===== src/sls_pkg.sv =====
// ----------------------------------------------------------------------------
// Script line sequencer package
// Widths, command and error codes, state and datapath types.
// ----------------------------------------------------------------------------
package sls_pkg;

   // Field widths of the request and response
   localparam int LINE_W    = 9;
   localparam int LINE_MAX  = (2 ** LINE_W) - 1;
   localparam int VALUE_W   = 32;
   localparam int CMD_W     = 4;
   localparam int FLAG_W    = 3;
   localparam int LADDR_W   = 8;
   localparam int SLOT_W    = 8;
   localparam int ERR_W     = 3;

   // Parameter defaults
   localparam int DEF_MAX_LINES  = 256;
   localparam int DEF_CALL_DEPTH = 16;
   localparam int DEF_LOOP_DEPTH = 8;

   // Bit positions inside a line's flags
   localparam int FLAG_IF     = 0;
   localparam int FLAG_ENDIF  = 1;
   localparam int FLAG_ENDFOR = 2;

   typedef enum logic [CMD_W-1:0] {
      CMD_RESTART = 4'd0,
      CMD_LOAD    = 4'd1,
      CMD_ADVANCE = 4'd2,
      CMD_GOTO    = 4'd3,
      CMD_CALL    = 4'd4,
      CMD_RETURN  = 4'd5,
      CMD_FOR     = 4'd6,
      CMD_NEXT    = 4'd7,
      CMD_BREAK   = 4'd8,
      CMD_SKIP_IF = 4'd9
   } cmd_type;

   typedef enum logic [ERR_W-1:0] {
      ERR_NONE       = 3'd0,
      ERR_CALL_EMPTY = 3'd1,
      ERR_ZERO_STEP  = 3'd2,
      ERR_CALL_FULL  = 3'd3,
      ERR_LOOP_FULL  = 3'd4
   } err_type;

   typedef enum logic [3:0] {
      ST_CLEAR,
      ST_IDLE,
      ST_EXEC,
      ST_RET_DATA,
      ST_NXT_ADD,
      ST_NXT_CMP,
      ST_SCAN_RD,
      ST_SCAN_CHK,
      ST_FINISH
   } state_type;

   typedef enum logic {
      ALU_ADD,
      ALU_SUB
   } alu_op_type;

   typedef struct packed {
      alu_op_type op;
   } alu_ctl_type;

   typedef struct packed {
      logic [VALUE_W-1:0] sum;
      logic               neg;
   } alu_res_type;

   typedef struct packed {
      logic [LINE_W-1:0]         begin_line;
      logic signed [VALUE_W-1:0] current;
      logic signed [VALUE_W-1:0] bound;
      logic signed [VALUE_W-1:0] increment;
      logic [SLOT_W-1:0]         owner;
   } loop_entry_type;

endpackage


===== src/sls_channels.sv =====
// ----------------------------------------------------------------------------
// Script line sequencer channels
// Valid/ready request and response interfaces.
// ----------------------------------------------------------------------------
interface sls_req_if;
   logic                              valid;
   logic                              ready;
   logic [sls_pkg::CMD_W-1:0]         command;
   logic [sls_pkg::LADDR_W-1:0]       line_address;
   logic [sls_pkg::FLAG_W-1:0]        line_flags;
   logic [sls_pkg::LADDR_W-1:0]       target_line;
   logic [sls_pkg::SLOT_W-1:0]        variable_slot;
   logic signed [sls_pkg::VALUE_W-1:0] first_value;
   logic signed [sls_pkg::VALUE_W-1:0] last_value;
   logic signed [sls_pkg::VALUE_W-1:0] step_value;

   modport source (
      output valid, command, line_address, line_flags, target_line,
             variable_slot, first_value, last_value, step_value,
      input  ready
   );
   modport sink (
      input  valid, command, line_address, line_flags, target_line,
             variable_slot, first_value, last_value, step_value,
      output ready
   );
endinterface

interface sls_rsp_if;
   logic                              valid;
   logic                              ready;
   logic [sls_pkg::LINE_W-1:0]        next_line;
   logic                              halted;
   logic [sls_pkg::ERR_W-1:0]         error_code;
   logic signed [sls_pkg::VALUE_W-1:0] loop_value;
   logic                              loop_value_valid;
   logic [sls_pkg::SLOT_W-1:0]        loop_variable;

   modport source (
      output valid, next_line, halted, error_code, loop_value,
             loop_value_valid, loop_variable,
      input  ready
   );
   modport sink (
      input  valid, next_line, halted, error_code, loop_value,
             loop_value_valid, loop_variable,
      output ready
   );
endinterface


===== src/sls_alu.sv =====
// ----------------------------------------------------------------------------
// Script line sequencer shared adder
// 33-bit add/subtract on sign-extended operands; the sign of a difference
// gives the signed compare used by the loop test.
// ----------------------------------------------------------------------------
module sls_alu (
   input  sls_pkg::alu_ctl_type                ctl,
   input  logic signed [sls_pkg::VALUE_W-1:0]  op_a,
   input  logic signed [sls_pkg::VALUE_W-1:0]  op_b,
   output sls_pkg::alu_res_type                res
);
   import sls_pkg::*;

   logic               is_sub;
   logic [VALUE_W:0]   ext_a;
   logic [VALUE_W:0]   ext_b;
   logic [VALUE_W:0]   total;

   // Invert and carry in for subtract
   assign is_sub = (ctl.op == ALU_SUB);
   assign ext_a  = {op_a[VALUE_W-1], op_a};
   assign ext_b  = is_sub ? ~{op_b[VALUE_W-1], op_b} : {op_b[VALUE_W-1], op_b};
   assign total  = ext_a + ext_b + {{VALUE_W{1'b0}}, is_sub};

   assign res.sum = total[VALUE_W-1:0];
   assign res.neg = total[VALUE_W];

endmodule


===== src/script_line_sequencer.sv =====
// ----------------------------------------------------------------------------
// Script line sequencer
// Line counter, call stack, counted-loop stack and IF/ENDIF/ENDFOR flag
// store of a line-based script interpreter.
// ----------------------------------------------------------------------------
// One request at a time; req ready drops from acceptance until the result is
// in the response register, which may still wait for the sink while the next
// request is taken. Restart, load flags, advance, goto, call and FOR pass
// through the execute and finish states; return adds a state that pops the
// call stack read; NEXT adds an add state and a compare state after the loop
// stack read, in which the shared 33-bit adder forms current + step and then
// compares it against the bound. BREAK and skip-to-ENDIF scan the flag store
// forward, a read state and a check state per line through its registered
// read port, and finish from the read state when the scan runs off the end of
// the program. After reset the flag store is cleared one line per cycle over
// all MAX_LINES lines, during which no request is taken; csr writes are taken
// at any time.
// ----------------------------------------------------------------------------
module script_line_sequencer #(
   parameter int MAX_LINES  = sls_pkg::DEF_MAX_LINES,
   parameter int CALL_DEPTH = sls_pkg::DEF_CALL_DEPTH,
   parameter int LOOP_DEPTH = sls_pkg::DEF_LOOP_DEPTH
) (
   input  logic                        clock,
   input  logic                        reset,
   input  logic                        csr_write_enable,
   input  logic [sls_pkg::LINE_W-1:0]  csr_write_data,
   sls_req_if.sink                     req_ch,
   sls_rsp_if.source                   rsp_ch
);
   import sls_pkg::*;

   localparam int ADDR_W     = $clog2(MAX_LINES);
   localparam int CALL_W     = $clog2(CALL_DEPTH);
   localparam int CALL_CNT_W = $clog2(CALL_DEPTH + 1);
   localparam int LOOP_W     = $clog2(LOOP_DEPTH);
   localparam int LOOP_CNT_W = $clog2(LOOP_DEPTH + 1);
   localparam int LEN_CAP_I  = (MAX_LINES > LINE_MAX) ? LINE_MAX : MAX_LINES;
   localparam logic [LINE_W-1:0]     LEN_CAP   = LINE_W'(LEN_CAP_I);
   localparam logic [ADDR_W-1:0]     CLR_LAST  = ADDR_W'(MAX_LINES - 1);
   localparam logic [CALL_CNT_W-1:0] CALL_FULL = CALL_CNT_W'(CALL_DEPTH);
   localparam logic [LOOP_CNT_W-1:0] LOOP_FULL = LOOP_CNT_W'(LOOP_DEPTH);

   // Sequencer
   state_type state_ff, state_in;
   logic [ADDR_W-1:0] clr_idx_ff, clr_idx_in;

   // Held request
   cmd_type                   cmd_ff, cmd_in;
   logic [LADDR_W-1:0]        addr_ff, addr_in;
   logic [FLAG_W-1:0]         flags_ff, flags_in;
   logic [LADDR_W-1:0]        target_ff, target_in;
   logic [SLOT_W-1:0]         slot_ff, slot_in;
   logic signed [VALUE_W-1:0] first_ff, first_in;
   logic signed [VALUE_W-1:0] last_ff, last_in;
   logic signed [VALUE_W-1:0] step_ff, step_in;

   // Architectural state
   logic [LINE_W-1:0]     program_length_ff, program_length_in;
   logic [LINE_W-1:0]     lc_ff, lc_in;
   logic                  stopped_ff, stopped_in;
   err_type               err_ff, err_in;
   logic [CALL_CNT_W-1:0] rdepth_ff, rdepth_in;
   logic [LOOP_CNT_W-1:0] ldepth_ff, ldepth_in;

   // Working registers
   logic signed [VALUE_W-1:0] acc_ff, acc_in;
   logic [LINE_W-1:0]         scan_idx_ff, scan_idx_in;
   logic [LINE_W-1:0]         scan_depth_ff, scan_depth_in;
   logic signed [VALUE_W-1:0] lval_ff, lval_in;
   logic [SLOT_W-1:0]         lvar_ff, lvar_in;
   logic                      lvalid_ff, lvalid_in;

   // Response register
   logic                      rsp_valid_ff, rsp_valid_in;
   logic [LINE_W-1:0]         rsp_line_ff;
   logic                      rsp_halted_ff;
   err_type                   rsp_err_ff;
   logic signed [VALUE_W-1:0] rsp_lval_ff;
   logic                      rsp_lvalid_ff;
   logic [SLOT_W-1:0]         rsp_lvar_ff;
   logic                      out_free;
   logic                      out_load;

   // Memories
   logic [FLAG_W-1:0]  flag_mem [MAX_LINES];
   logic [FLAG_W-1:0]  flag_rd_ff;
   logic               flag_we;
   logic [ADDR_W-1:0]  flag_wa;
   logic [FLAG_W-1:0]  flag_wd;
   logic [ADDR_W-1:0]  flag_ra;

   logic [LINE_W-1:0]  call_mem [CALL_DEPTH];
   logic [LINE_W-1:0]  call_rd_ff;
   logic               call_we;
   logic [CALL_W-1:0]  call_wa;
   logic [CALL_W-1:0]  call_ra;

   loop_entry_type     loop_mem [LOOP_DEPTH];
   loop_entry_type     loop_rd_ff;
   logic               loop_we;
   logic [LOOP_W-1:0]  loop_wa;
   loop_entry_type     loop_wd;
   logic [LOOP_W-1:0]  loop_ra;

   // Shared adder
   alu_ctl_type               alu_ctl;
   logic signed [VALUE_W-1:0] alu_a;
   logic signed [VALUE_W-1:0] alu_b;
   alu_res_type               alu_res;

   // Decode helpers
   logic [LINE_W-1:0] used_len;
   logic              exec_live;
   logic              scan_hit;
   logic              inc_up;
   logic              inc_down;
   logic              nxt_done;

   sls_alu u_alu (
      .ctl  (alu_ctl),
      .op_a (alu_a),
      .op_b (alu_b),
      .res  (alu_res)
   );

   // Clamp the program length to the flag store size
   assign used_len  = (program_length_ff > LEN_CAP) ? LEN_CAP : program_length_ff;

   // Commands 2..9 run only on a live counter
   assign exec_live = (cmd_ff != CMD_RESTART) && (cmd_ff != CMD_LOAD) &&
                      !stopped_ff && (lc_ff < used_len);

   // Scan match on the flags just read
   assign scan_hit = (cmd_ff == CMD_BREAK) ? flag_rd_ff[FLAG_ENDFOR] :
                     (!flag_rd_ff[FLAG_IF] && flag_rd_ff[FLAG_ENDIF] &&
                      (scan_depth_ff <= LINE_W'(1)));

   // Loop end test from the shared adder's difference
   assign inc_up   = !loop_rd_ff.increment[VALUE_W-1] && (loop_rd_ff.increment != '0);
   assign inc_down = loop_rd_ff.increment[VALUE_W-1];
   assign nxt_done = (inc_up || inc_down) && !alu_res.neg;

   assign out_free = !rsp_valid_ff || rsp_ch.ready;
   assign out_load = (state_ff == ST_FINISH) && out_free;

   assign req_ch.ready = (state_ff == ST_IDLE);

   assign flag_ra = ADDR_W'(scan_idx_ff);
   assign call_ra = CALL_W'(rdepth_ff - 1'b1);
   assign loop_ra = LOOP_W'(ldepth_ff - 1'b1);

   // Next state
   always_comb begin
      state_in = state_ff;
      case (state_ff)
         ST_CLEAR: begin
            if (clr_idx_ff == CLR_LAST) begin
               state_in = ST_IDLE;
            end
         end
         ST_IDLE: begin
            if (req_ch.valid) begin
               state_in = ST_EXEC;
            end
         end
         ST_EXEC: begin
            state_in = ST_FINISH;
            if (exec_live) begin
               case (cmd_ff)
                  CMD_RETURN: begin
                     if (rdepth_ff != '0) begin
                        state_in = ST_RET_DATA;
                     end
                  end
                  CMD_NEXT: begin
                     if (ldepth_ff != '0) begin
                        state_in = ST_NXT_ADD;
                     end
                  end
                  CMD_BREAK: begin
                     if (ldepth_ff != '0) begin
                        state_in = ST_SCAN_RD;
                     end
                  end
                  CMD_SKIP_IF: begin
                     state_in = ST_SCAN_RD;
                  end
                  default: begin
                     state_in = ST_FINISH;
                  end
               endcase
            end
         end
         ST_RET_DATA: state_in = ST_FINISH;
         ST_NXT_ADD:  state_in = ST_NXT_CMP;
         ST_NXT_CMP:  state_in = ST_FINISH;
         ST_SCAN_RD: begin
            state_in = (scan_idx_ff >= used_len) ? ST_FINISH : ST_SCAN_CHK;
         end
         ST_SCAN_CHK: begin
            state_in = scan_hit ? ST_FINISH : ST_SCAN_RD;
         end
         ST_FINISH: begin
            if (out_free) begin
               state_in = ST_IDLE;
            end
         end
         default: state_in = ST_IDLE;
      endcase
   end

   // Datapath and memory controls
   always_comb begin
      logic              set_line;
      logic [LINE_W-1:0] new_line;

      set_line          = 1'b0;
      new_line          = lc_ff;
      clr_idx_in        = clr_idx_ff;
      cmd_in            = cmd_ff;
      addr_in           = addr_ff;
      flags_in          = flags_ff;
      target_in         = target_ff;
      slot_in           = slot_ff;
      first_in          = first_ff;
      last_in           = last_ff;
      step_in           = step_ff;
      program_length_in = csr_write_enable ? csr_write_data : program_length_ff;
      lc_in             = lc_ff;
      stopped_in        = stopped_ff;
      err_in            = err_ff;
      rdepth_in         = rdepth_ff;
      ldepth_in         = ldepth_ff;
      acc_in            = acc_ff;
      scan_idx_in       = scan_idx_ff;
      scan_depth_in     = scan_depth_ff;
      lval_in           = lval_ff;
      lvar_in           = lvar_ff;
      lvalid_in         = lvalid_ff;
      flag_we           = 1'b0;
      flag_wa           = clr_idx_ff;
      flag_wd           = '0;
      call_we           = 1'b0;
      call_wa           = CALL_W'(rdepth_ff);
      loop_we           = 1'b0;
      loop_wa           = LOOP_W'(ldepth_ff);
      loop_wd           = loop_rd_ff;
      alu_ctl.op        = ALU_ADD;
      alu_a             = loop_rd_ff.current;
      alu_b             = loop_rd_ff.increment;

      case (state_ff)
         ST_CLEAR: begin
            // Sweep zeros through the flag store
            flag_we    = 1'b1;
            flag_wa    = clr_idx_ff;
            flag_wd    = '0;
            clr_idx_in = clr_idx_ff + 1'b1;
         end
         ST_IDLE: begin
            // Hold the accepted request
            if (req_ch.valid) begin
               cmd_in    = cmd_type'(req_ch.command);
               addr_in   = req_ch.line_address;
               flags_in  = req_ch.line_flags;
               target_in = req_ch.target_line;
               slot_in   = req_ch.variable_slot;
               first_in  = req_ch.first_value;
               last_in   = req_ch.last_value;
               step_in   = req_ch.step_value;
            end
         end
         ST_EXEC: begin
            lval_in       = '0;
            lvar_in       = '0;
            lvalid_in     = 1'b0;
            scan_idx_in   = lc_ff;
            scan_depth_in = '0;
            case (cmd_ff)
               CMD_RESTART: begin
                  lc_in      = '0;
                  stopped_in = (used_len == '0);
                  err_in     = ERR_NONE;
                  rdepth_in  = '0;
                  ldepth_in  = '0;
               end
               CMD_LOAD: begin
                  if (int'(addr_ff) < MAX_LINES) begin
                     flag_we = 1'b1;
                     flag_wa = ADDR_W'(addr_ff);
                     flag_wd = flags_ff;
                  end
               end
               default: begin
                  if (!stopped_ff) begin
                     if (lc_ff >= used_len) begin
                        stopped_in = 1'b1;
                     end else begin
                        case (cmd_ff)
                           CMD_GOTO: begin
                              set_line = 1'b1;
                              new_line = LINE_W'(target_ff);
                           end
                           CMD_CALL: begin
                              if (rdepth_ff >= CALL_FULL) begin
                                 stopped_in = 1'b1;
                                 err_in     = ERR_CALL_FULL;
                              end else begin
                                 call_we   = 1'b1;
                                 rdepth_in = rdepth_ff + 1'b1;
                                 set_line  = 1'b1;
                                 new_line  = LINE_W'(target_ff);
                              end
                           end
                           CMD_RETURN: begin
                              if (rdepth_ff == '0) begin
                                 stopped_in = 1'b1;
                                 err_in     = ERR_CALL_EMPTY;
                              end
                           end
                           CMD_FOR: begin
                              if (step_ff == '0) begin
                                 stopped_in = 1'b1;
                                 err_in     = ERR_ZERO_STEP;
                              end else if (ldepth_ff >= LOOP_FULL) begin
                                 stopped_in = 1'b1;
                                 err_in     = ERR_LOOP_FULL;
                              end else begin
                                 // Push a new loop frame
                                 loop_we            = 1'b1;
                                 loop_wd.begin_line = lc_ff + 1'b1;
                                 loop_wd.current    = first_ff;
                                 loop_wd.bound      = last_ff;
                                 loop_wd.increment  = step_ff;
                                 loop_wd.owner      = slot_ff;
                                 ldepth_in          = ldepth_ff + 1'b1;
                                 lval_in            = first_ff;
                                 lvar_in            = slot_ff;
                                 lvalid_in          = 1'b1;
                                 set_line           = 1'b1;
                                 new_line           = lc_ff + 1'b1;
                              end
                           end
                           CMD_NEXT: begin
                              if (ldepth_ff == '0) begin
                                 set_line = 1'b1;
                                 new_line = lc_ff + 1'b1;
                              end
                           end
                           CMD_BREAK: begin
                              if (ldepth_ff == '0) begin
                                 set_line = 1'b1;
                                 new_line = lc_ff + 1'b1;
                              end else begin
                                 ldepth_in = ldepth_ff - 1'b1;
                              end
                           end
                           CMD_SKIP_IF: begin
                              set_line = 1'b0;
                           end
                           default: begin
                              set_line = 1'b1;
                              new_line = lc_ff + 1'b1;
                           end
                        endcase
                     end
                  end
               end
            endcase
         end
         ST_RET_DATA: begin
            // Pop the return line
            rdepth_in = rdepth_ff - 1'b1;
            set_line  = 1'b1;
            new_line  = call_rd_ff;
         end
         ST_NXT_ADD: begin
            alu_ctl.op = ALU_ADD;
            alu_a      = loop_rd_ff.current;
            alu_b      = loop_rd_ff.increment;
            acc_in     = signed'(alu_res.sum);
         end
         ST_NXT_CMP: begin
            // Counting down compares bound - next, counting up next - bound
            alu_ctl.op = ALU_SUB;
            if (inc_down) begin
               alu_a = loop_rd_ff.bound;
               alu_b = acc_ff;
            end else begin
               alu_a = acc_ff;
               alu_b = loop_rd_ff.bound;
            end
            set_line = 1'b1;
            if (nxt_done) begin
               ldepth_in = ldepth_ff - 1'b1;
               new_line  = lc_ff + 1'b1;
            end else begin
               loop_we         = 1'b1;
               loop_wa         = loop_ra;
               loop_wd.current = acc_ff;
               lval_in         = acc_ff;
               lvar_in         = loop_rd_ff.owner;
               lvalid_in       = 1'b1;
               new_line        = loop_rd_ff.begin_line;
            end
         end
         ST_SCAN_RD: begin
            // Drop to line 0 when the scan runs off the program
            if (scan_idx_ff >= used_len) begin
               set_line = 1'b1;
               new_line = '0;
            end
         end
         ST_SCAN_CHK: begin
            if (scan_hit) begin
               set_line = 1'b1;
               new_line = scan_idx_ff + 1'b1;
            end else begin
               scan_idx_in = scan_idx_ff + 1'b1;
               if (cmd_ff == CMD_SKIP_IF) begin
                  if (flag_rd_ff[FLAG_IF]) begin
                     scan_depth_in = scan_depth_ff + 1'b1;
                  end else if (flag_rd_ff[FLAG_ENDIF]) begin
                     scan_depth_in = scan_depth_ff - 1'b1;
                  end
               end
            end
         end
         default: begin
            set_line = 1'b0;
         end
      endcase

      // Move the counter and halt past the program end
      if (set_line) begin
         lc_in      = new_line;
         stopped_in = (new_line >= used_len);
      end
   end

   // Advance the response register
   always_comb begin
      rsp_valid_in = out_load ? 1'b1 : (rsp_valid_ff && !rsp_ch.ready);
   end

   // Control registers
   always_ff @(posedge clock) begin
      if (reset) begin
         state_ff          <= ST_CLEAR;
         clr_idx_ff        <= '0;
         program_length_ff <= '0;
         lc_ff             <= '0;
         stopped_ff        <= 1'b0;
         err_ff            <= ERR_NONE;
         rdepth_ff         <= '0;
         ldepth_ff         <= '0;
         rsp_valid_ff      <= 1'b0;
      end else begin
         state_ff          <= state_in;
         clr_idx_ff        <= clr_idx_in;
         program_length_ff <= program_length_in;
         lc_ff             <= lc_in;
         stopped_ff        <= stopped_in;
         err_ff            <= err_in;
         rdepth_ff         <= rdepth_in;
         ldepth_ff         <= ldepth_in;
         rsp_valid_ff      <= rsp_valid_in;
      end
   end

   // Payload registers
   always_ff @(posedge clock) begin
      cmd_ff        <= cmd_in;
      addr_ff       <= addr_in;
      flags_ff      <= flags_in;
      target_ff     <= target_in;
      slot_ff       <= slot_in;
      first_ff      <= first_in;
      last_ff       <= last_in;
      step_ff       <= step_in;
      acc_ff        <= acc_in;
      scan_idx_ff   <= scan_idx_in;
      scan_depth_ff <= scan_depth_in;
      lval_ff       <= lval_in;
      lvar_ff       <= lvar_in;
      lvalid_ff     <= lvalid_in;
      if (out_load) begin
         rsp_line_ff   <= lc_ff;
         rsp_halted_ff <= stopped_ff;
         rsp_err_ff    <= err_ff;
         rsp_lval_ff   <= lval_ff;
         rsp_lvalid_ff <= lvalid_ff;
         rsp_lvar_ff   <= lvar_ff;
      end
   end

   // Flag store
   always_ff @(posedge clock) begin
      if (flag_we) begin
         flag_mem[flag_wa] <= flag_wd;
      end
      flag_rd_ff <= flag_mem[flag_ra];
   end

   // Call stack
   always_ff @(posedge clock) begin
      if (call_we) begin
         call_mem[call_wa] <= lc_ff + 1'b1;
      end
      call_rd_ff <= call_mem[call_ra];
   end

   // Loop stack
   always_ff @(posedge clock) begin
      if (loop_we) begin
         loop_mem[loop_wa] <= loop_wd;
      end
      loop_rd_ff <= loop_mem[loop_ra];
   end

   assign rsp_ch.valid            = rsp_valid_ff;
   assign rsp_ch.next_line        = rsp_line_ff;
   assign rsp_ch.halted           = rsp_halted_ff;
   assign rsp_ch.error_code       = rsp_err_ff;
   assign rsp_ch.loop_value       = rsp_lval_ff;
   assign rsp_ch.loop_value_valid = rsp_lvalid_ff;
   assign rsp_ch.loop_variable    = rsp_lvar_ff;

endmodule


===== src/flat_wrapper.sv =====
// flat-port wrapper written by rule: the top's interface ports become plain ports
module script_line_sequencer_flat import sls_pkg::*;
#(
   parameter int MAX_LINES  = sls_pkg::DEF_MAX_LINES,
   parameter int CALL_DEPTH = sls_pkg::DEF_CALL_DEPTH,
   parameter int LOOP_DEPTH = sls_pkg::DEF_LOOP_DEPTH
)
  (clock, reset, csr_write_enable, csr_write_data, req_ch_valid, req_ch_command, req_ch_line_address, req_ch_line_flags, req_ch_target_line, req_ch_variable_slot, req_ch_first_value, req_ch_last_value, req_ch_step_value, req_ch_ready, rsp_ch_valid, rsp_ch_next_line, rsp_ch_halted, rsp_ch_error_code, rsp_ch_loop_value, rsp_ch_loop_value_valid, rsp_ch_loop_variable, rsp_ch_ready);
  sls_req_if req_ch_i ();
  sls_rsp_if rsp_ch_i ();
  input  logic clock;
  input  logic reset;
  input  logic csr_write_enable;
  input  logic [sls_pkg::LINE_W-1:0] csr_write_data;
  input wire logic [$bits(req_ch_i.valid)-1:0] req_ch_valid;
  input wire logic [$bits(req_ch_i.command)-1:0] req_ch_command;
  input wire logic [$bits(req_ch_i.line_address)-1:0] req_ch_line_address;
  input wire logic [$bits(req_ch_i.line_flags)-1:0] req_ch_line_flags;
  input wire logic [$bits(req_ch_i.target_line)-1:0] req_ch_target_line;
  input wire logic [$bits(req_ch_i.variable_slot)-1:0] req_ch_variable_slot;
  input wire logic [$bits(req_ch_i.first_value)-1:0] req_ch_first_value;
  input wire logic [$bits(req_ch_i.last_value)-1:0] req_ch_last_value;
  input wire logic [$bits(req_ch_i.step_value)-1:0] req_ch_step_value;
  output wire logic [$bits(req_ch_i.ready)-1:0] req_ch_ready;
  output wire logic [$bits(rsp_ch_i.valid)-1:0] rsp_ch_valid;
  output wire logic [$bits(rsp_ch_i.next_line)-1:0] rsp_ch_next_line;
  output wire logic [$bits(rsp_ch_i.halted)-1:0] rsp_ch_halted;
  output wire logic [$bits(rsp_ch_i.error_code)-1:0] rsp_ch_error_code;
  output wire logic [$bits(rsp_ch_i.loop_value)-1:0] rsp_ch_loop_value;
  output wire logic [$bits(rsp_ch_i.loop_value_valid)-1:0] rsp_ch_loop_value_valid;
  output wire logic [$bits(rsp_ch_i.loop_variable)-1:0] rsp_ch_loop_variable;
  input wire logic [$bits(rsp_ch_i.ready)-1:0] rsp_ch_ready;
  assign req_ch_i.valid = req_ch_valid;
  assign req_ch_i.command = req_ch_command;
  assign req_ch_i.line_address = req_ch_line_address;
  assign req_ch_i.line_flags = req_ch_line_flags;
  assign req_ch_i.target_line = req_ch_target_line;
  assign req_ch_i.variable_slot = req_ch_variable_slot;
  assign req_ch_i.first_value = req_ch_first_value;
  assign req_ch_i.last_value = req_ch_last_value;
  assign req_ch_i.step_value = req_ch_step_value;
  assign req_ch_ready = req_ch_i.ready;
  assign rsp_ch_valid = rsp_ch_i.valid;
  assign rsp_ch_next_line = rsp_ch_i.next_line;
  assign rsp_ch_halted = rsp_ch_i.halted;
  assign rsp_ch_error_code = rsp_ch_i.error_code;
  assign rsp_ch_loop_value = rsp_ch_i.loop_value;
  assign rsp_ch_loop_value_valid = rsp_ch_i.loop_value_valid;
  assign rsp_ch_loop_variable = rsp_ch_i.loop_variable;
  assign rsp_ch_i.ready = rsp_ch_ready;
  script_line_sequencer #(.MAX_LINES(MAX_LINES), .CALL_DEPTH(CALL_DEPTH), .LOOP_DEPTH(LOOP_DEPTH)) u_core (.clock(clock), .reset(reset), .csr_write_enable(csr_write_enable), .csr_write_data(csr_write_data), .req_ch(req_ch_i), .rsp_ch(rsp_ch_i));
endmodule

===== config.mk =====
export PLATFORM = sky130hd
export DESIGN_NAME = script_line_sequencer_flat
export DESIGN_NICKNAME = d
export VERILOG_FILES = /design/src/sls_pkg.sv /design/src/sls_channels.sv /design/src/sls_alu.sv /design/src/script_line_sequencer.sv /design/src/flat_wrapper.sv
export SDC_FILE = /design/constraint.sdc
export NUM_CORES = 2
export LEC_CHECK = 0
export CELL_PAD_IN_SITES_DETAIL_PLACEMENT = 1
export CELL_PAD_IN_SITES_GLOBAL_PLACEMENT = 1
export CORE_ASPECT_RATIO = 0.75
export CORE_UTILIZATION = 36
export CTS_CLUSTER_SIZE = 12
export DETAILED_ROUTE_END_ITERATION = 8
export DONT_BUFFER_PORTS = 1
export PLACE_DENSITY = 0.66
export SYNTH_ARGS = -nofsm -noshare
export SYNTH_HDL_FRONTEND = slang
export SYNTH_SLANG_ARGS = --single-unit
export TNS_END_PERCENT = 20

===== constraint.sdc =====
create_clock -name clock -period 19.04 [get_ports clock]
set_clock_uncertainty 0.1 [all_clocks]
set_input_delay 2.856 -clock clock [delete_from_list [all_inputs] [get_ports clock]]
set_output_delay 2.856 -clock clock [all_outputs]
set_load 0.01 [all_outputs]

## After elaboration in Yosys (flattened, before gate mapping)

Memories as Yosys holds them, arrays and structs flattened. A register that Yosys moved wholly into a read port is not among the register bits.
Index checks and enable logic that the tools add are counted.

| storage, ports and cells | value |
|---|---|
| logic and storage cells | 280 |
| bits in latches | 0 |
| memory bits (writable) | 1,816 |
| memory bits (read-only) | 0 |
| memories | 3 |
| bits in registers | 316 |
| output and inout bits | 56 |
| input port bits | 141 |

| cells by class | value |
|---|---|
| multiply operators | 0 |
| equal/unequal tests | 41 |
| muxes and demuxes | 139 |
| bitwise operators | 2 |
| add/subtract/negate cells | 11 |
| shift operators | 0 |
| reduce and logical (&&, ||, !) cells | 47 |
| divide/modulo/power cells | 0 |
| $lt $le $gt $ge | 8 |

Memory list:

| memory | words | bits a word | read ports | clocked after memory_dff | wr ports | line | text |
|---|---|---|---|---|---|---|---|
| u_core.loop_mem | 8 | 113 | 1 | 1 | 1 | script_line_sequencer.sv:99 | `loop_entry_type loop_mem [LOOP_DEPTH];` |
| u_core.flag_mem | 256 | 3 | 1 | 1 | 1 | script_line_sequencer.sv:86 | `logic [FLAG_W-1:0] flag_mem [MAX_LINES];` |
| u_core.call_mem | 16 | 9 | 1 | 1 | 1 | script_line_sequencer.sv:93 | `logic [LINE_W-1:0] call_mem [CALL_DEPTH];` |

Operator list:

| operator | count |
|---|---|
| two-way mux 113 bit | 6 |
| two-way mux 32 bit | 12 |
| two-way mux 9 bit | 20 |
| one-hot mux 32 bit (2 select lines) | 2 |
| one-hot mux 9 bit (5 select lines) | 2 |
| two-way mux 72 bit | 1 |
| two-way mux 8 bit | 9 |
| two-way mux 4 bit | 15 |
| two-way mux 1 bit | 38 |
| one-hot mux 9 bit (2 select lines) | 2 |
| adder 33 x 1 -> 33 bit | 1 |
| adder 33 bit | 1 |
| two-way mux 33 bit | 1 |
| inverter 33 bit | 1 |
| == test 4 x 3 -> 1 bit (second input constant) | 8 |
| zero test 32 bit | 1 |
| one-hot mux 4 bit (8 select lines) | 1 |
| nonzero test 32 bit | 1 |
| two-way mux 3 bit | 10 |
| adder 9 x 1 -> 9 bit (second input constant) | 3 |
| >= comparator 9 bit | 3 |
| one-hot mux 4 bit (2 select lines) | 3 |
| two-way mux 5 bit | 4 |
| one-hot mux 5 bit (2 select lines) | 2 |
| 46 further kinds | 101 |

## Logic depth before layout (Yosys ltp)

| depth | value |
|---|---|
| word-level depth | 12 |
| mapped depth | 25 |
| depth with buffers taken out | 21 |

## Modules after synthesis

From an unflattened synthesis, not the netlist that was laid out.

| unflattened totals | value |
|---|---|
| cells, all modules | 5,346 |
| area total of the unflattened synthesis | 90,981.0 um^2 |

Modules (own cells, without submodules):

| module | sequential area each (um^2) | cells each | instances | area each (um^2) |
|---|---|---|---|---|
| script_line_sequencer | 66,083.4 | 5,021 | 1 | 88,761.4 |
| sls_alu | 0.0 | 325 | 1 | 2,219.6 |

## Least setup slack after synthesis

Ideal clock, no wire load.

| path | value |
|---|---|
| path type | register -> register |
| from | reg u_core.state_ff[1] |
| to | mem u_core.loop_mem[1][0] (netlist name), enable pin |
| cell stages (with the launch flop) | 19 |
| period minus slack after synthesis | 9.559 ns |
| buffers on the path | 7 |
| setup time | 0.586 ns |
| arrival | 8.873 ns |
| required time | 18.354 ns |
| slack | 9.481 ns |
| cells stage by stage | dfxtp_1 nand4bb_1 clkbuf_1 clkbuf_1 clkbuf_1 buf_1 nand2_1 o21ai_0 ha_1 clkbuf_1 a21oi_1 o21ai_0 a311oi_1 a21oi_2 o41ai_1 clkbuf_1 buf_2 a31oi_1 nor2_1 |

| on the way | value |
|---|---|
| longest elaborated chain between the ends | 12 |
| elaborated cells on any way between the ends | 17 |
| classes of those cells | add/sub (2); eq/ne (2); mux (10); bitwise (1); reduce/logical (2) |

Ends and longest elaborated chain:

| what | line | text |
|---|---|---|
| start: declaration | script_line_sequencer.sv:45 | `state_type state_ff, state_in;` |
| start signal: assignment | script_line_sequencer.sv:460 | `state_ff <= state_in;` |
| == test 4 x 3 -> 1 bit | script_line_sequencer.sv:253 | `case (state_ff)` |
| two-way mux 32 bit | script_line_sequencer.sv:253 |  |
| inverter 33 bit | sls_alu.sv:22 | `assign ext_b = is_sub ? ~{op_b[VALUE_W-1], op_b} : {op_b[VALUE_W-1], op_b};` |
| two-way mux 33 bit | sls_alu.sv:22 |  |
| adder 33 bit | sls_alu.sv:23 | `assign total = ext_a + ext_b + {{VALUE_W{1'b0}}, is_sub};` |
| adder 33 x 1 -> 33 bit | sls_alu.sv:23 |  |
| zero test 1 bit | script_line_sequencer.sv:142 | `assign nxt_done = (inc_up \|\| inc_down) && !alu_res.neg;` |
| logical AND 1 bit | script_line_sequencer.sv:142 |  |
| two-way mux 1 bit | script_line_sequencer.sv:395 | `if (nxt_done) begin` |
| one-hot mux 1 bit (2 select lines) | script_line_sequencer.sv:253 |  |
| two-way mux 1 bit | script_line_sequencer.sv:516 | `if (loop_we) begin` |
| two-way mux 1 bit (implied by the code) | script_line_sequencer.sv:517 | `loop_mem[loop_wa] <= loop_wd;` |
| end: declaration | script_line_sequencer.sv:99 |  |

Several ways; a longest one is shown, not always the timed one.

## Worst setup path in the final report

| path | value |
|---|---|
| from | reg u_core.state_ff[1] |
| to | mem u_core.loop_mem[4][2] (netlist name), enable pin |

Same word-level chain as after synthesis.

==> flow_metrics.tcl <==
set metrics [dict create \
    status "finished clean" \
    synth_fp_nets 5051 \
    part_of_the_yosys_area_used_for_sequential_elements 0.7320 \
    clkSlewWorstSetupHoldPaths_ns 0.07 \
    relSlewSlack 0.1838 \
    rsz0062_at_grt "false" \
    final-max-slew-violation-count 0 \
    final-hold-violation-count 0 \
    number_of_enable_flip_flop_cells_after_synthesis 2088 \
    synth.yosys.warnings 0 \
    data_arrival_time_at_the_worst_slack_endpoint_ns 9.06 \
    synth-main-ff-cell "edfxtp_1" \
    setup_viol 0 \
    flow.area_growth_from_synthesis_pct 12.09 \
    critical_path.max_fanout 89 \
    floorplan.die_area_mm2 0.2528 \
    reg2reg_depth 15 \
    die_x_um 580.2 \
    clock_tree.htree_level_count 4 \
    cts_tree "built" \
    initial_standard_cell_utilization_of_the_core 0.3636 \
    track_usage 0.1896 \
    grt_start_max_net_pins 136 \
    static_leakage_nw 27.15 \
    synth_largest_type_area_fraction 0.6946 \
    dp_cells 7944 \
    floorplan.core_area_mm2 0.2483 \
    synthesis.area_mm2 0.09027 \
    maximum_vdd_drop_v 0.00007881 \
    drtIter0Drc 4994 \
    highest_clock_rate_ghz 0.1147 \
    worstPathCellList "nand4bb_4 > buf_4 > buf_4 > o21ai_0 > fa_1 > a211oi_1 > o21ai_0 > nand4_1 > a21oi_2 > o41a_1 > nor3b_1 > o21bai_1 > nor2_4 > buf_4 > buf_4" \
    ctsRootBufferMaster "clkbuf_16" \
    place.port_buffers 0 \
    drc 0 \
    dp.final_hpwl_um 152300 \
    io-pin-count 197 \
    post_synth_main_area_contributors "edfxtp_1, mux4_2, dfxtp_1" \
    tightest_slew_ns 1.220 \
    floorplan.rows 158 \
    kind_of_end_point_of_the_critical_path "register" \
    grt_pass1_wl_um 351700 \
    synth.avg_cell_area_um2 18.66 \
    clock_path_buffers 4 \
    grt.overflow.total 0 \
    detailedRoute.firstPassIterationCount 5 \
    tns_ns 0 \
    hold_path_depth 0 \
    worst_path_largest_cell_delay_ns 0.98 \
    number_of_global_route_vias_before_repair 48010 \
    critical_path.most_common_cell "buf_4" \
    ratio_of_cells_with_drive_above_1_in_the_final_layout 0.2326 \
    timing.setup.critical_path_class "reg2reg" \
    detail_route.wl_per_cell_um 29.23 \
    routed-via-count 46900 \
    finish.utilization 0.4075 \
    antenna_violating_nets_post_route 0 \
    critPathSlowestCell "buf_4" \
    clock_sinks 2257 \
    final_common_cell "edfxtp_1" \
    power.density_cell_area_mw_per_mm2 94.76 \
    finalWirelength_um 244300 \
    die_height_um 435.7 \
    count_of_nets_after_finishing 5105 \
    ys_ff_latch 2257 \
    final_cycle_share 0.4578 \
    synth_cells 4839 \
    cts_setup_buffers 0 \
    grt_antenna_before_repair 30 \
    fillCellCount 23860 \
    cts.repair.resized 0 \
    vias_per_cell 5.612 \
    cts_made_buffers 227 \
    gp_congestion 0.8640 \
    time_the_worst_path_needs_with_i_o_delays_and_setup_ns 8.716 \
    class_of_the_worst_hold_path "reg2reg" \
    clkLatencyLatePin_ns 0.91 \
    finalNonFillerCells 8358 \
    async_set_or_reset_flop_fraction_in_the_synthesized_netlist 0 \
    layout_common_cells "edfxtp_1, mux4_2, nor2_1, nand2_1, clkbuf_16" \
    drv_cap 0 \
    timing.critical_path.from_type "register" \
    postCtsHoldBufs 0 \
    required_ns 19.39 \
    post_synth_num_cell_types 85 \
    synthDominantAreaCellType "edfxtp_1" \
]
-- state kept, by name, indices dropped and copies added (netlist names), 9 cells and up --
signal	flops
u_core.first_ff	32
u_core.call_rd_ff	9
u_core.rsp_ch.next_line	9
u_core.flag_mem	768
u_core.acc_ff	32
u_core.call_mem	144
u_core.scan_depth_ff	9
u_core.step_ff	32
u_core.loop_mem	904
u_core.program_length_ff	9
u_core.rsp_ch.loop_value	32
u_core.last_ff	32
u_core.lc_ff	9
u_core.loop_rd_ff	112
u_core.lval_ff	32
u_core.scan_idx_ff	9
-- per-stage QoR --
stage | total power, W | worst slack, ns | hold slack, ns | cell area (um^2)
after floorplan | 0.005472 | 9.481 | 0.3003 | 90270
after global placement | 0.005490 | 10.67 | 0.3044 | 94380
after detailed placement | 0.005491 | 10.41 | 0.3080 | 94380
after CTS | 0.009678 | 10.35 | 0.2886 | 101200
after global routing | 0.009839 | 9.809 | 0.2999 | 101200
final | 0.009589 | 10.32 | 0.3134 | 101200
-- where the power goes --
group	internal (W)	switching [W]	total, W
combinational	0.0000111	0.0000308	0.0000419
sequential	0.00534	0.00000325	0.00534
clock	0.00236	0.00185	0.00420
total	0.00771	0.00188	0.00959
-- metal layers --
metal | global-route usage | share of wire | up-vias
li1 | - | - | 19590
met1 | 0.2880 | 0.46 | 25330
met2 | 0.2822 | 0.45 | 1657
met3 | 0.03058 | 0.066 | 319
met4 | 0.05069 | 0.025 | 6
met5 | 0 | 0.00014 | -
-- layout make-up --
cell class	instances	area, um^2	share of cell area
Clock inverter	34	365.4	0.003611
Tap cell	3280	4104	0.04056
Inverter	64	240.2	0.002374
Antenna cell	9	22.52	0.0002226
Clock buffer	371	6424	0.06348
Sequential cell	2257	66090	0.6532
Timing Repair Buffer	86	695.7	0.006875
Multi-Input combinational cell	2257	23240	0.2297
-- worst paths after layout --
kind / start / to / slack [ns]
max: u_core.state_ff[1]$_SDFFE_PP0P_ / u_core.loop_mem[4][2]$_DFFE_PP_ / 10.32
min: u_core.lval_ff[20]$_DFFE_PP_ / u_core.rsp_ch.loop_value[20]$_DFFE_PP_ / 0.31
max reg2reg: u_core.state_ff[1]$_SDFFE_PP0P_ / u_core.loop_mem[4][2]$_DFFE_PP_ / 10.32
min reg2reg: u_core.lval_ff[20]$_DFFE_PP_ / u_core.rsp_ch.loop_value[20]$_DFFE_PP_ / 0.31
-- Yosys cell counts (10+ instances only) --
| cell type | count |
|---|---|
| a211oi_1 | 13 |
| a21o_1 | 16 |
| a21oi_1 | 70 |
| a222oi_1 | 35 |
| a22oi_1 | 12 |
| a31oi_1 | 11 |
| and2_1 | 13 |
| and3_1 | 15 |
| buf_1 | 50 |
| clkbuf_1 | 209 |
| dfxtp_1 | 169 |
| edfxtp_1 | 2088 |
| ha_1 | 70 |
| inv_1 | 63 |
| mux2_2 | 223 |
| mux2i_1 | 47 |
| mux4_2 | 523 |
| nand2_1 | 305 |
| nand2b_1 | 18 |
| nand3_1 | 38 |
| nand3b_1 | 15 |
| nand4_1 | 19 |
| nor2_1 | 371 |
| nor2b_1 | 17 |
| nor3_1 | 31 |
| nor4_1 | 23 |
| o21a_1 | 10 |
| o21ai_0 | 169 |
| xnor2_1 | 35 |
| xor2_1 | 21 |
-- cell families (layout without fill, tap and decap cells) --
group / after synthesis / count (layout) / synth area share
xor+xnor: 56 / 56 / 0.005433
other cells: 0 / 9 / 0
mux: 793 / 793 / 0.1635
flops: 2257 / 2257 / 0.7320
compound gates: 429 / 429 / 0.03114
fa+ha+maj: 71 / 71 / 0.009924
buf+inv: 325 / 555 / 0.01354
simple gates: 908 / 908 / 0.04441
-- critical path, delay by kind of cell (launching register included) --
kind	cells	cell delay [ns]
buf+inv	4	3.18
compound gates	6	2.00
simple gates	4	1.64
flops	1	0.70
fa+ha+maj	1	0.54
(Power assumes the default switching activity.)
